===== src/rtl/rfd_pkg.sv =====
// Shared constants, types and helper functions for the remote frame decoder.
package rfd_pkg;

    localparam int FRAME_BYTES = 18;
    localparam int KEY_COUNT   = 16;
    localparam int POS_W       = $clog2(FRAME_BYTES);
    localparam int KEY_W       = $clog2(KEY_COUNT);
    localparam int CNT_W       = 16;
    localparam int GROUPS      = 3;
    localparam int ROW_W       = GROUPS * CNT_W;
    localparam int CH_W        = 11;
    localparam int VAL_W       = 12;
    localparam int SHIFT_BIT   = 4;
    localparam int CTRL_BIT    = 5;
    localparam int CFG_W       = 11;

    localparam logic [CFG_W-1:0] OFFSET_RESET = CFG_W'(1024);
    localparam logic [CFG_W-1:0] LIMIT_RESET  = CFG_W'(660);

    localparam logic [KEY_COUNT-1:0] COUNT_MASK =
        ~((KEY_COUNT'(1) << SHIFT_BIT) | (KEY_COUNT'(1) << CTRL_BIT));

    typedef enum logic [1:0] {
        CMD_BYTE  = 2'd0,
        CMD_READ  = 2'd1,
        CMD_CLEAR = 2'd2,
        CMD_NONE  = 2'd3
    } cmd_t;

    typedef enum logic [1:0] {
        GRP_PLAIN = 2'd0,
        GRP_CTRL  = 2'd1,
        GRP_SHIFT = 2'd2,
        GRP_NONE  = 2'd3
    } grp_t;

    typedef enum logic {
        KIND_FRAME = 1'b0,
        KIND_COUNT = 1'b1
    } kind_t;

    typedef enum logic {
        REG_OFFSET = 1'b0,
        REG_LIMIT  = 1'b1
    } reg_idx_t;

    typedef struct packed {
        logic signed [VAL_W-1:0] right_x;
        logic signed [VAL_W-1:0] right_y;
        logic signed [VAL_W-1:0] left_x;
        logic signed [VAL_W-1:0] left_y;
        logic signed [VAL_W-1:0] dial_value;
        logic [3:0]              switch_bits;
        logic signed [15:0]      mouse_dx;
        logic signed [15:0]      mouse_dy;
        logic [1:0]              mouse_buttons;
        logic [15:0]             key_bits;
    } frame_fields_t;

    typedef struct packed {
        logic             clear;
        logic             frame_done;
        logic             rd_en;
        grp_t             rd_group;
        logic [KEY_W-1:0] rd_index;
    } cnt_ctl_t;

    function automatic logic signed [VAL_W-1:0] shape_channel(
        input logic [CH_W-1:0]  raw,
        input logic [CFG_W-1:0] offset,
        input logic [CFG_W-1:0] limit
    );
        logic signed [VAL_W-1:0] diff;
        logic [VAL_W-1:0]        mag;
        diff = $signed({1'b0, raw}) - $signed({1'b0, offset});
        mag  = diff[VAL_W-1] ? $unsigned(-diff) : $unsigned(diff);
        if (mag > {1'b0, limit})
            return '0;
        return diff;
    endfunction

endpackage


===== src/rtl/rfd_frame_asm.sv =====
// Frame byte assembly, byte position tracking and field decode.
module rfd_frame_asm (
    input  logic                        clk,
    input  logic                        rst_n,
    input  logic                        wr_en,
    input  logic                        clear,
    input  logic                        frame_start,
    input  logic [7:0]                  frame_byte,
    input  logic [rfd_pkg::CFG_W-1:0]   channel_offset,
    input  logic [rfd_pkg::CFG_W-1:0]   stick_limit,
    output logic                        is_last,
    output logic [rfd_pkg::KEY_COUNT-1:0] keys,
    output rfd_pkg::frame_fields_t      fields
);
    import rfd_pkg::*;

    logic [7:0]       frame_reg [FRAME_BYTES];
    logic [POS_W-1:0] pos_reg;
    logic [POS_W-1:0] pos_next;
    logic [POS_W-1:0] eff_pos;

    always_comb
    begin
        if (frame_start || ({1'b0, pos_reg} >= (POS_W+1)'(FRAME_BYTES)))
            eff_pos = '0;
        else
            eff_pos = pos_reg;
    end

    assign is_last = (eff_pos == POS_W'(FRAME_BYTES - 1));

    always_comb
    begin
        pos_next = pos_reg;
        if (clear)
            pos_next = '0;
        else if (wr_en)
            pos_next = is_last ? '0 : POS_W'(eff_pos + 1'b1);
    end

    always_ff @(posedge clk or negedge rst_n)
    begin
        if (!rst_n)
            pos_reg <= '0;
        else
            pos_reg <= pos_next;
    end

    always_ff @(posedge clk)
    begin
        for (int i = 0; i < FRAME_BYTES; i++)
        begin
            if (wr_en && eff_pos == POS_W'(i))
                frame_reg[i] <= frame_byte;
        end
    end

    assign keys = {frame_reg[15], frame_reg[14]};

    always_comb
    begin
        fields.right_x = shape_channel({frame_reg[1][2:0], frame_reg[0]},
                                       channel_offset, stick_limit);
        fields.right_y = shape_channel({frame_reg[2][5:0], frame_reg[1][7:3]},
                                       channel_offset, stick_limit);
        fields.left_x  = shape_channel({frame_reg[4][0], frame_reg[3], frame_reg[2][7:6]},
                                       channel_offset, stick_limit);
        fields.left_y  = shape_channel({frame_reg[5][3:0], frame_reg[4][7:1]},
                                       channel_offset, stick_limit);
        fields.dial_value = shape_channel({frame_reg[17][2:0], frame_reg[16]},
                                          channel_offset, stick_limit);
        fields.switch_bits   = frame_reg[5][7:4];
        fields.mouse_dx      = $signed({frame_reg[7], frame_reg[6]});
        fields.mouse_dy      = $signed({frame_reg[9], frame_reg[8]});
        fields.mouse_buttons = {(frame_reg[13] != 8'd0), (frame_reg[12] != 8'd0)};
        fields.key_bits      = {frame_reg[15], frame_reg[14]};
    end

endmodule


===== src/rtl/rfd_key_counters.sv =====
// Key press edge detection and press counter memory with row sweep update.
module rfd_key_counters (
    input  logic                          clk,
    input  logic                          rst_n,
    input  rfd_pkg::cnt_ctl_t             ctl,
    input  logic [rfd_pkg::KEY_COUNT-1:0] keys,
    output logic                          busy,
    output logic [rfd_pkg::CNT_W-1:0]     count_value
);
    import rfd_pkg::*;

    logic [ROW_W-1:0]     mem [KEY_COUNT];
    logic [KEY_COUNT-1:0] row_valid_reg;

    logic [KEY_COUNT-1:0] prev_reg;
    logic [KEY_COUNT-1:0] prev_ctrl_reg;
    logic [KEY_COUNT-1:0] prev_shift_reg;
    logic [KEY_COUNT-1:0] inc_reg [GROUPS];

    logic [KEY_COUNT-1:0] with_ctrl;
    logic [KEY_COUNT-1:0] with_shift;

    logic             sweep_rd_reg;
    logic [KEY_W-1:0] sweep_idx_reg;
    logic             wr_pend_reg;
    logic [KEY_W-1:0] wr_idx_reg;

    logic             rd_fire;
    logic [KEY_W-1:0] rd_addr;
    logic [ROW_W-1:0] rdata_reg;
    logic             rvalid_reg;
    grp_t             rd_group_reg;
    logic [ROW_W-1:0] wdata;
    logic [ROW_W-1:0] old_row;

    assign with_ctrl  = keys[CTRL_BIT]  ? keys : '0;
    assign with_shift = keys[SHIFT_BIT] ? keys : '0;

    always_ff @(posedge clk or negedge rst_n)
    begin
        if (!rst_n)
        begin
            prev_reg       <= '0;
            prev_ctrl_reg  <= '0;
            prev_shift_reg <= '0;
        end
        else if (ctl.clear)
        begin
            prev_reg       <= '0;
            prev_ctrl_reg  <= '0;
            prev_shift_reg <= '0;
        end
        else if (ctl.frame_done)
        begin
            prev_reg       <= keys;
            prev_ctrl_reg  <= with_ctrl;
            prev_shift_reg <= with_shift;
        end
    end

    always_ff @(posedge clk)
    begin
        if (ctl.frame_done)
        begin
            inc_reg[GRP_PLAIN] <= keys & ~prev_reg & ~with_ctrl & ~with_shift & COUNT_MASK;
            inc_reg[GRP_CTRL]  <= with_ctrl & ~prev_ctrl_reg & COUNT_MASK;
            inc_reg[GRP_SHIFT] <= with_shift & ~prev_shift_reg & COUNT_MASK;
        end
    end

    // sweep: read row i while row i-1 is written back
    always_ff @(posedge clk or negedge rst_n)
    begin
        if (!rst_n)
        begin
            sweep_rd_reg  <= 1'b0;
            sweep_idx_reg <= '0;
            wr_pend_reg   <= 1'b0;
            wr_idx_reg    <= '0;
        end
        else
        begin
            wr_pend_reg <= sweep_rd_reg;
            wr_idx_reg  <= sweep_idx_reg;
            if (ctl.frame_done)
            begin
                sweep_rd_reg  <= 1'b1;
                sweep_idx_reg <= '0;
            end
            else if (sweep_rd_reg)
            begin
                if (sweep_idx_reg == KEY_W'(KEY_COUNT - 1))
                    sweep_rd_reg <= 1'b0;
                sweep_idx_reg <= KEY_W'(sweep_idx_reg + 1'b1);
            end
        end
    end

    assign busy    = sweep_rd_reg || wr_pend_reg;
    assign rd_fire = sweep_rd_reg || ctl.rd_en;
    assign rd_addr = sweep_rd_reg ? sweep_idx_reg : ctl.rd_index;

    assign old_row = rvalid_reg ? rdata_reg : '0;

    always_comb
    begin
        for (int g = 0; g < GROUPS; g++)
            wdata[g*CNT_W +: CNT_W] = old_row[g*CNT_W +: CNT_W]
                                    + CNT_W'(inc_reg[g][wr_idx_reg]);
    end

    always_ff @(posedge clk)
    begin
        if (wr_pend_reg)
            mem[wr_idx_reg] <= wdata;
        if (rd_fire)
            rdata_reg <= mem[rd_addr];
    end

    always_ff @(posedge clk or negedge rst_n)
    begin
        if (!rst_n)
        begin
            row_valid_reg <= '0;
            rvalid_reg    <= 1'b0;
            rd_group_reg  <= GRP_NONE;
        end
        else
        begin
            if (ctl.clear)
                row_valid_reg <= '0;
            else if (wr_pend_reg)
                row_valid_reg[wr_idx_reg] <= 1'b1;
            if (rd_fire)
                rvalid_reg <= row_valid_reg[rd_addr];
            if (ctl.rd_en)
                rd_group_reg <= ctl.rd_group;
        end
    end

    always_comb
    begin
        unique case (rd_group_reg)
            GRP_PLAIN: count_value = old_row[0*CNT_W +: CNT_W];
            GRP_CTRL:  count_value = old_row[1*CNT_W +: CNT_W];
            GRP_SHIFT: count_value = old_row[2*CNT_W +: CNT_W];
            default:   count_value = '0;
        endcase
    end

endmodule


===== src/rtl/remote_frame_decoder_key_counter_unit.sv =====
// Remote frame decoder top level: handshakes, config registers, result staging.
// Result path: a result from an accepted transaction (last frame byte or counter
// read) passes a staging register, then the output register, and is offered from there.
// Throughput: one input transaction per cycle while the result staging has room; after
// the last byte of a frame the press counter memory is swept row by row, during which counter reads,
// clears and the next last byte are held off (other frame bytes keep flowing).
// Reset: asynchronous, active low; counters read as zero and config returns to defaults.
module remote_frame_decoder_key_counter_unit (
    input  logic                              clk,
    input  logic                              rst_n,
    input  logic                              cfg_we,
    input  logic                              cfg_index,
    input  logic [rfd_pkg::CFG_W-1:0]         cfg_wdata,
    input  logic                              in_valid,
    output logic                              in_ready,
    input  logic [1:0]                        cmd,
    input  logic [7:0]                        frame_byte,
    input  logic                              frame_start,
    input  logic [1:0]                        count_group,
    input  logic [3:0]                        key_index,
    output logic                              out_valid,
    input  logic                              out_ready,
    output logic                              result_kind,
    output logic signed [11:0]                right_x,
    output logic signed [11:0]                right_y,
    output logic signed [11:0]                left_x,
    output logic signed [11:0]                left_y,
    output logic signed [11:0]                dial_value,
    output logic [3:0]                        switch_bits,
    output logic signed [15:0]                mouse_dx,
    output logic signed [15:0]                mouse_dy,
    output logic [1:0]                        mouse_buttons,
    output logic [15:0]                       key_bits,
    output logic [15:0]                       key_press_count
);
    import rfd_pkg::*;

    logic [CFG_W-1:0] offset_reg;
    logic [CFG_W-1:0] limit_reg;

    cmd_t          cmd_in;
    logic          accept;
    logic          is_last;
    logic          busy;
    logic          can_adv;
    logic          slot_free;
    logic          hold;
    logic          makes_result;
    logic          s1_valid_reg;
    kind_t         s1_kind_reg;
    logic          out_valid_reg;
    kind_t         out_kind_reg;
    frame_fields_t out_fields_reg;
    logic [CNT_W-1:0] out_count_reg;

    logic [KEY_COUNT-1:0] keys;
    frame_fields_t        dec_fields;
    logic [CNT_W-1:0]     count_value;
    cnt_ctl_t             ctl;

    assign cmd_in = cmd_t'(cmd);

    always_ff @(posedge clk or negedge rst_n)
    begin
        if (!rst_n)
        begin
            offset_reg <= OFFSET_RESET;
            limit_reg  <= LIMIT_RESET;
        end
        else if (cfg_we)
        begin
            unique case (reg_idx_t'(cfg_index))
                REG_OFFSET: offset_reg <= cfg_wdata;
                REG_LIMIT:  limit_reg  <= cfg_wdata;
            endcase
        end
    end

    assign can_adv   = !out_valid_reg || out_ready;
    assign slot_free = !s1_valid_reg || can_adv;
    assign hold      = busy && ((cmd_in == CMD_READ) || (cmd_in == CMD_CLEAR)
                                || ((cmd_in == CMD_BYTE) && is_last));
    assign in_ready  = slot_free && !hold;
    assign accept    = in_valid && in_ready;
    assign makes_result = (cmd_in == CMD_READ) || ((cmd_in == CMD_BYTE) && is_last);

    always_comb
    begin
        ctl.clear      = accept && (cmd_in == CMD_CLEAR);
        ctl.frame_done = accept && (cmd_in == CMD_BYTE) && is_last;
        ctl.rd_en      = accept && (cmd_in == CMD_READ);
        ctl.rd_group   = grp_t'(count_group);
        ctl.rd_index   = key_index;
    end

    rfd_frame_asm u_frame (
        .clk            (clk),
        .rst_n          (rst_n),
        .wr_en          (accept && (cmd_in == CMD_BYTE)),
        .clear          (ctl.clear),
        .frame_start    (frame_start),
        .frame_byte     (frame_byte),
        .channel_offset (offset_reg),
        .stick_limit    (limit_reg),
        .is_last        (is_last),
        .keys           (keys),
        .fields         (dec_fields)
    );

    rfd_key_counters u_counters (
        .clk         (clk),
        .rst_n       (rst_n),
        .ctl         (ctl),
        .keys        (keys),
        .busy        (busy),
        .count_value (count_value)
    );

    always_ff @(posedge clk or negedge rst_n)
    begin
        if (!rst_n)
        begin
            s1_valid_reg  <= 1'b0;
            s1_kind_reg   <= KIND_FRAME;
            out_valid_reg <= 1'b0;
        end
        else
        begin
            if (accept && makes_result)
            begin
                s1_valid_reg <= 1'b1;
                s1_kind_reg  <= (cmd_in == CMD_READ) ? KIND_COUNT : KIND_FRAME;
            end
            else if (can_adv)
                s1_valid_reg <= 1'b0;

            if (s1_valid_reg && can_adv)
                out_valid_reg <= 1'b1;
            else if (out_ready)
                out_valid_reg <= 1'b0;
        end
    end

    always_ff @(posedge clk)
    begin
        if (s1_valid_reg && can_adv)
        begin
            out_kind_reg <= s1_kind_reg;
            unique case (s1_kind_reg)
                KIND_FRAME:
                begin
                    out_fields_reg <= dec_fields;
                    out_count_reg  <= '0;
                end
                KIND_COUNT:
                begin
                    out_fields_reg <= '0;
                    out_count_reg  <= count_value;
                end
            endcase
        end
    end

    assign out_valid       = out_valid_reg;
    assign result_kind     = out_kind_reg;
    assign right_x         = out_fields_reg.right_x;
    assign right_y         = out_fields_reg.right_y;
    assign left_x          = out_fields_reg.left_x;
    assign left_y          = out_fields_reg.left_y;
    assign dial_value      = out_fields_reg.dial_value;
    assign switch_bits     = out_fields_reg.switch_bits;
    assign mouse_dx        = out_fields_reg.mouse_dx;
    assign mouse_dy        = out_fields_reg.mouse_dy;
    assign mouse_buttons   = out_fields_reg.mouse_buttons;
    assign key_bits        = out_fields_reg.key_bits;
    assign key_press_count = out_count_reg;

endmodule


===== config.mk =====
export PLATFORM = sky130hd
export DESIGN_NAME = remote_frame_decoder_key_counter_unit
export DESIGN_NICKNAME = d
export VERILOG_FILES = /design/src/rtl/rfd_pkg.sv /design/src/rtl/rfd_frame_asm.sv /design/src/rtl/rfd_key_counters.sv /design/src/rtl/remote_frame_decoder_key_counter_unit.sv
export SDC_FILE = /design/constraint.sdc
export NUM_CORES = 2
export LEC_CHECK = 0
export BUFFER_PORTS_ARGS = -buffer_cell sky130_fd_sc_hd__buf_2
export CORE_MARGIN = 2
export CORE_UTILIZATION = 25
export DETAILED_ROUTE_END_ITERATION = 6
export HOLD_SLACK_MARGIN = 0.06
export PLACE_DENSITY = 0.46
export SETUP_SLACK_MARGIN = 0.3
export SKIP_CTS_REPAIR_TIMING = 1
export SYNTH_ARGS = -nofsm -noshare
export SYNTH_HDL_FRONTEND = slang
export SYNTH_HIERARCHICAL = 1
export SYNTH_SLANG_ARGS = --single-unit

===== constraint.sdc =====
create_clock -name clk -period 5.65 [get_ports clk]
set_clock_uncertainty 0.15 [all_clocks]
set_input_delay 0.2825 -clock clk [delete_from_list [all_inputs] [get_ports clk]]
set_output_delay 0.2825 -clock clk [all_outputs]
set_load 0.02 [all_outputs]

* Word level (Yosys, flattened, before mapping)
Memory sizes are Yosys's and may differ from the RTL's. A register that Yosys moved wholly into a read port is not among the register bits.
Cells that the tools add are included.
** Storage, ports and cells
- Word-level logic and storage cells :: 307
- Memories kept :: 3
- RAM bits :: 954
- Register bits after elaboration :: 238
** Memories
- u_counters.mem :: words 16, bits a word 48, read ports 1, clocked after Yosys merged registers in 1, write ports 1, line rfd_key_counters.sv:12 : logic [ROW_W-1:0] mem [KEY_COUNT];
- u_frame.frame_reg :: words 18, bits a word 8, read ports 16, clocked after Yosys merged registers in 0, write ports 1, line rfd_frame_asm.sv:17 : logic [7:0] frame_reg [FRAME_BYTES];
- u_counters.inc_reg :: words 3, bits a word 14, read ports 3, clocked after Yosys merged registers in 0, write ports 3, line rfd_key_counters.sv:18 : logic [KEY_COUNT-1:0] inc_reg [GROUPS];
** Cells by class
- Bitwise gates (word level) :: 13
- $add $sub $neg :: 15
- Order comparisons :: 9
- Multiplexer cells :: 148
- Reduce and logical (&&, ||, !) cells :: 69
- Equal/unequal tests :: 22
** Operators with widths (count)
- $pmux W114 S2 :: 1
- $mux W12 :: 15
- $mux W16 :: 10
- $mux W8 :: 17
- $reduce_or A8 Y1 :: 17
- $mux W5 :: 21
- $and A16 B16 Y16 :: 5
- $not A16 Y16 :: 5
- $mux W1 :: 73
- $gt A12 B11 Y1 :: 5
- $neg A12 Y12 :: 5
- $sub A11 B11 Y12 :: 5
- $add A16 B1 Y16 :: 3
- $mux W48 :: 1
- $pmux W16 S3 :: 1
- $eq A5 B4 Y1 const B :: 8
- $pmux W16 S2 :: 1
- $logic_and A1 B1 Y1 :: 28
- $eq A5 B3 Y1 const B :: 4
- $bmux W1 S4 :: 4
- $or A16 B16 Y16 :: 1
- $reduce_bool A8 Y1 :: 2
- $mux W4 :: 3
- $reduce_bool A2 Y1 :: 6
- 18 further kinds :: 35

* Longest topological paths before layout
- Depth in word-level cells :: 32
- Gate-level depth with buffers :: 20
- Mapped depth without buffers :: 19

* By module
Netlist, hierarchy kept.
** By module, submodules not included
- rfd_key_counters :: seq. area each 27543.9 µm², cells each 1942, times used 1, area each 36770.3 µm²
- rfd_frame_asm :: seq. area each 3818.7 µm², cells each 877, times used 1, area each 9137.5 µm²
- remote_frame_decoder_key_counter_unit :: seq. area each 4565.6 µm², cells each 349, times used 1, area each 5947.0 µm²

* Worst setup path before layout
OpenSTA, ideal clock, no wires.
- Path kind :: register to register
- Start :: register u_counters.wr_idx_reg[0]
- End :: memory u_counters/mem[0][0] (netlist name), enable pin
- Path buffers :: 2
- Slack :: 0.438 ns
- Data arrival time :: 4.547 ns
- Cell stages (with the launch flop) :: 5
- Cell sequence :: dfrtp_1 -> buf_2 -> buf_2 -> or3b_2 -> nor3_1
** RTL lines
- start, declared :: line rfd_key_counters.sv:26 : logic [KEY_W-1:0] wr_idx_reg;
- start signal, assigned :: line rfd_key_counters.sv:84 : wr_idx_reg <= sweep_idx_reg;
- end, declared :: line rfd_key_counters.sv:12
No word-level cell before the write port.

* Final worst setup path
- Start :: register u_frame.pos_reg[3]
- End :: memory u_frame.frame_reg[9][5], enable pin
** On the way
- Word-level cells in the longest chain between the ends :: 32
- Elaborated cells on any way between the ends :: 133
- Classes of those cells :: 1 x order compare; 17 x eq/ne; 71 x mux; 44 x reduce/logical
** RTL lines
- start, declared :: line rfd_frame_asm.sv:18 : logic [POS_W-1:0] pos_reg;
- start signal, assigned :: line rfd_frame_asm.sv:46 : pos_reg <= pos_next;
- $ge A5 B5 Y1 :: line rfd_frame_asm.sv:24 : if (frame_start || ({1'b0, pos_reg} >= (POS_W+1)'(FRAME_BYTES)))
- $logic_or A1 B1 Y1 :: line rfd_frame_asm.sv:24
- $mux W5 (*) :: line rfd_frame_asm.sv:24
- $eq A5 B5 Y1 (*) :: line rfd_frame_asm.sv:30 : assign is_last = (eff_pos == POS_W'(FRAME_BYTES - 1));
- named net is_last :: line remote_frame_decoder_key_counter_unit.sv:43 : logic is_last;
- $logic_and A1 B1 Y1 :: line remote_frame_decoder_key_counter_unit.sv:82 : || ((cmd_in == CMD_BYTE) && is_last));
- $logic_or A1 B1 Y1 :: line remote_frame_decoder_key_counter_unit.sv:82
- $logic_and A1 B1 Y1 :: line remote_frame_decoder_key_counter_unit.sv:81 : assign hold = busy && ((cmd_in == CMD_READ) || (cmd_in == CMD_CLEAR)
- $logic_not A1 Y1 :: line remote_frame_decoder_key_counter_unit.sv:83 : assign in_ready = slot_free && !hold;
- $logic_and A1 B1 Y1 :: line remote_frame_decoder_key_counter_unit.sv:83
- $logic_and A1 B1 Y1 :: line remote_frame_decoder_key_counter_unit.sv:84 : assign accept = in_valid && in_ready;
- $logic_and A1 B1 Y1 :: line remote_frame_decoder_key_counter_unit.sv:99 : .wr_en (accept && (cmd_in == CMD_BYTE)),
- $logic_and A1 B1 Y1 :: line rfd_frame_asm.sv:53 : if (wr_en && eff_pos == POS_W'(i))
- $mux W1 :: line rfd_frame_asm.sv:53
- $mux W1 (not written as such) :: line rfd_frame_asm.sv:54 : frame_reg[i] <= frame_byte;
- $reduce_or A8 Y1 (no line)
- $mux W5 (no line) or $mux W1 (tied branches) (17 in series)
- end, declared :: line rfd_frame_asm.sv:17
The timed path passes the listed nets; every way through them passes the cells marked *.

==> reports/results.ini <==
[status]
status = complete, no violations

[floorplan]
coreArea_sq_um = 206700
std_cell_rows = 167
die_area_sq_um = 211100
die_w_um = 459.4
ios = 167
die_h_um = 459.4
start_util_pct = 25.09

[worst_setup_path]
crit_required_ns = 5.89
cp.arrival_ns = 5.11
crit_type = flip-flop to flip-flop
crit_path_top_delay_cell = nor2_1
critPathMaxStageDelay_ns = 0.70
r2r-end = u_frame/frame_reg[9][5]
r2r_slack_ns = 0.78
path_cells = or3_1, a21oi_1, and2_1, inv_1, ha_1, nand2_1, inv_1, a21o_1, a21oi_2, and3_1, inv_1, nor2_1, nand2_1, nor2_1
regToRegStartpoint = u_frame/pos_reg[3]
path_common_cell = inv_1
startpoint_type = flip-flop
cp-endpoint = u_frame/frame_reg[9][5]
critPathMaxFanout = 8
r2r_cells = 14
worstSetupEndpointType = flip-flop
critical_path.startpoint = u_frame/pos_reg[3]

[timing]
period_minus_slack_ns = 4.869
hold_viol = 0
max_slew_margin_pct = 15.82
finalSetupViolCount = 0
tightest_slew_ns = 1.254
fin_crit_sh_pct = 86.18
max_freq_mhz = 205.4
tns_ns = 0
rsz0062_at_grt = false
slew_violations = 0
setup_ws_ns = 0.7811

[synthesis]
syn_nets = 3338
syn_avg_cell_area_sq_um = 16.37
syn_inst = 3168
async_flop_share_pct = 8.326
synth_area_sq_um = 51850
synth_edf_count = 1112
synth-seq-area-share_pct = 69.29
ys_warn_count = 6
ys_ff_latch = 1213
synth_top_flop_cell = edfxtp_1
synth_cell_types = 76

[global_routing]
overflow = 0
first_global_vias = 29210
grtUsageTotal_pct = 13.15
grt_pass1_wl_mm = 203.4
antenna_found_initial = 7
grt_max_degree = 118

[cells_and_area]
syn2layout_area_growth_pct = 17.60
final_common_cell = edfxtp_1
largest_reg_flops = 768
nNetsFinal = 3595
fillCellCount = 20420
drive_gt1_share_pct = 20.20
final_cell_mix = edfxtp_1, mux4_2, nor2_1

[detailed_routing]
first_iter_violations = 2128
vias = 28410
avgRoutedWirePerCell_um = 22.46
drt-pass1-iter-count = 5
drtAntennaViolNets = 0
post-route-drc-count = 0
drt-total-wl_mm = 140.1
drt-vias-per-instance = 4.553

[cts]
cts_max_level = 4
insertion_delay_ns = 0.78
clk_pin_slew_ns = 0.06
cts_tree = done
numCtsBuffers = 137
clkSinkCount = 1213
clock_path_buffers = 3
cts-root-buf = clkbuf_16

[worst_hold_path]
min_path_type = input port to flip-flop
hold_depth = 3

[placed_design]
place.gp.congestion = 0.7975
dpl_worst_slack_ns = 0.7784
dp_hpwl_mm = 81.63
numPortBuffers = 166

[flow_run]
max_cap_viol_count = 0

[power_and_ir_drop]
p_per_area_nw_per_um2 = 356.5
totalPowerFinal_w = 0.02174
p_leak_nw = 20.67
peakVddDrop_mv = 0.3107

critical path: cells and delay by family (launching register included):
family | cells | cell delay, ns
and+or+nand+nor | 7 | 2.38
AOI/OAI and AO/OA | 3 | 0.88
DFF | 1 | 0.44
buffers and inverters | 3 | 0.41
adders and majority gates | 1 | 0.21
cells by family after synthesis:
logic type               count (synthesis)  share of synthesized area [%]
buffers and inverters                  219                          1.954
multiplexers                           275                          10.34
adder cells (fa/ha/maj)                136                          3.354
XOR/XNOR                               130                          2.196
flip-flops                            1213                          69.29
AND/OR/NAND/NOR                        820                          8.049
AO/OA/AOI/OAI                          375                          4.819
worst min path at each step:
stage / slack [ns] / endpoint / from
6_report: 0.15 / limit_reg[10] / cfg_wdata[10]
5_1_grt: 0.13 / limit_reg[10] / cfg_wdata[10]
4_1_cts: -0.58 / u_counters/prev_reg[10] / rst_n
3_5_place_dp: 0.28 / out_valid / rst_n
3_3_place_gp: 0.27 / out_valid / rst_n
2_1_floorplan: -0.16 / limit_reg[0] / rst_n
final cells by class:
cell class / instances / area, sq um / share of cell area (%)
Sequential cell: 1213 / 35930 / 58.93
Multi-Input combinational cell: 1736 / 15100 / 24.76
Clock buffer: 169 / 3664 / 6.008
Tap cell: 2704 / 3383 / 5.548
Timing Repair Buffer: 274 / 1927 / 3.160
Clock inverter: 79 / 733.2 / 1.202
Inverter: 63 / 236.5 / 0.3878
Antenna cell: 1 / 2.502 / 0.004104
report_power, final:
group	switching, W	internal (W)
Combinational	0.00172	0.00113
Clock	0.00376	0.00501
Sequential	0.0000876	0.0100
Total	0.00557	0.0162
stage by stage:
stage	instance area [sq um]	util, %	hold WS (ns)	std cells
after floorplan	51850	-	-0.1631	3168
after global placement	56200	27.20	0.2656	5954
after detailed placement	56200	27.20	0.2790	5954
after CTS	60600	29.32	-0.5825	6202
after global routing	60980	29.51	0.1252	6239
final	60980	29.51	0.1484	6239
Yosys cell counts (all sizes together), types with 72 or more instances:
cell type / count / area (sq um)
a21oi: 82 / 417.9
a22oi: 98 / 735.7
buf: 84 / 505.5
clkbuf: 72 / 271.5
dfrtp: 94 / 2352
edfxtp: 1112 / 33390
ha: 131 / 1639
mux4: 203 / 4572
nand2: 180 / 675.7
nor2: 196 / 735.7
nor2b: 150 / 945.9
xnor2: 85 / 744.5
routing by layer:
metal	vias to the layer above	wire length, um	share of wire [%]	GRT usage, %
met2	633	70200	50	22.68
met5	-	0	0	0
met1	14840	61130	44	16.94
li1	12730	-	-	-
met4	0	3621	2.6	4.028
met3	206	5180	3.7	1.989
Power figures use the tool's default switching activity.
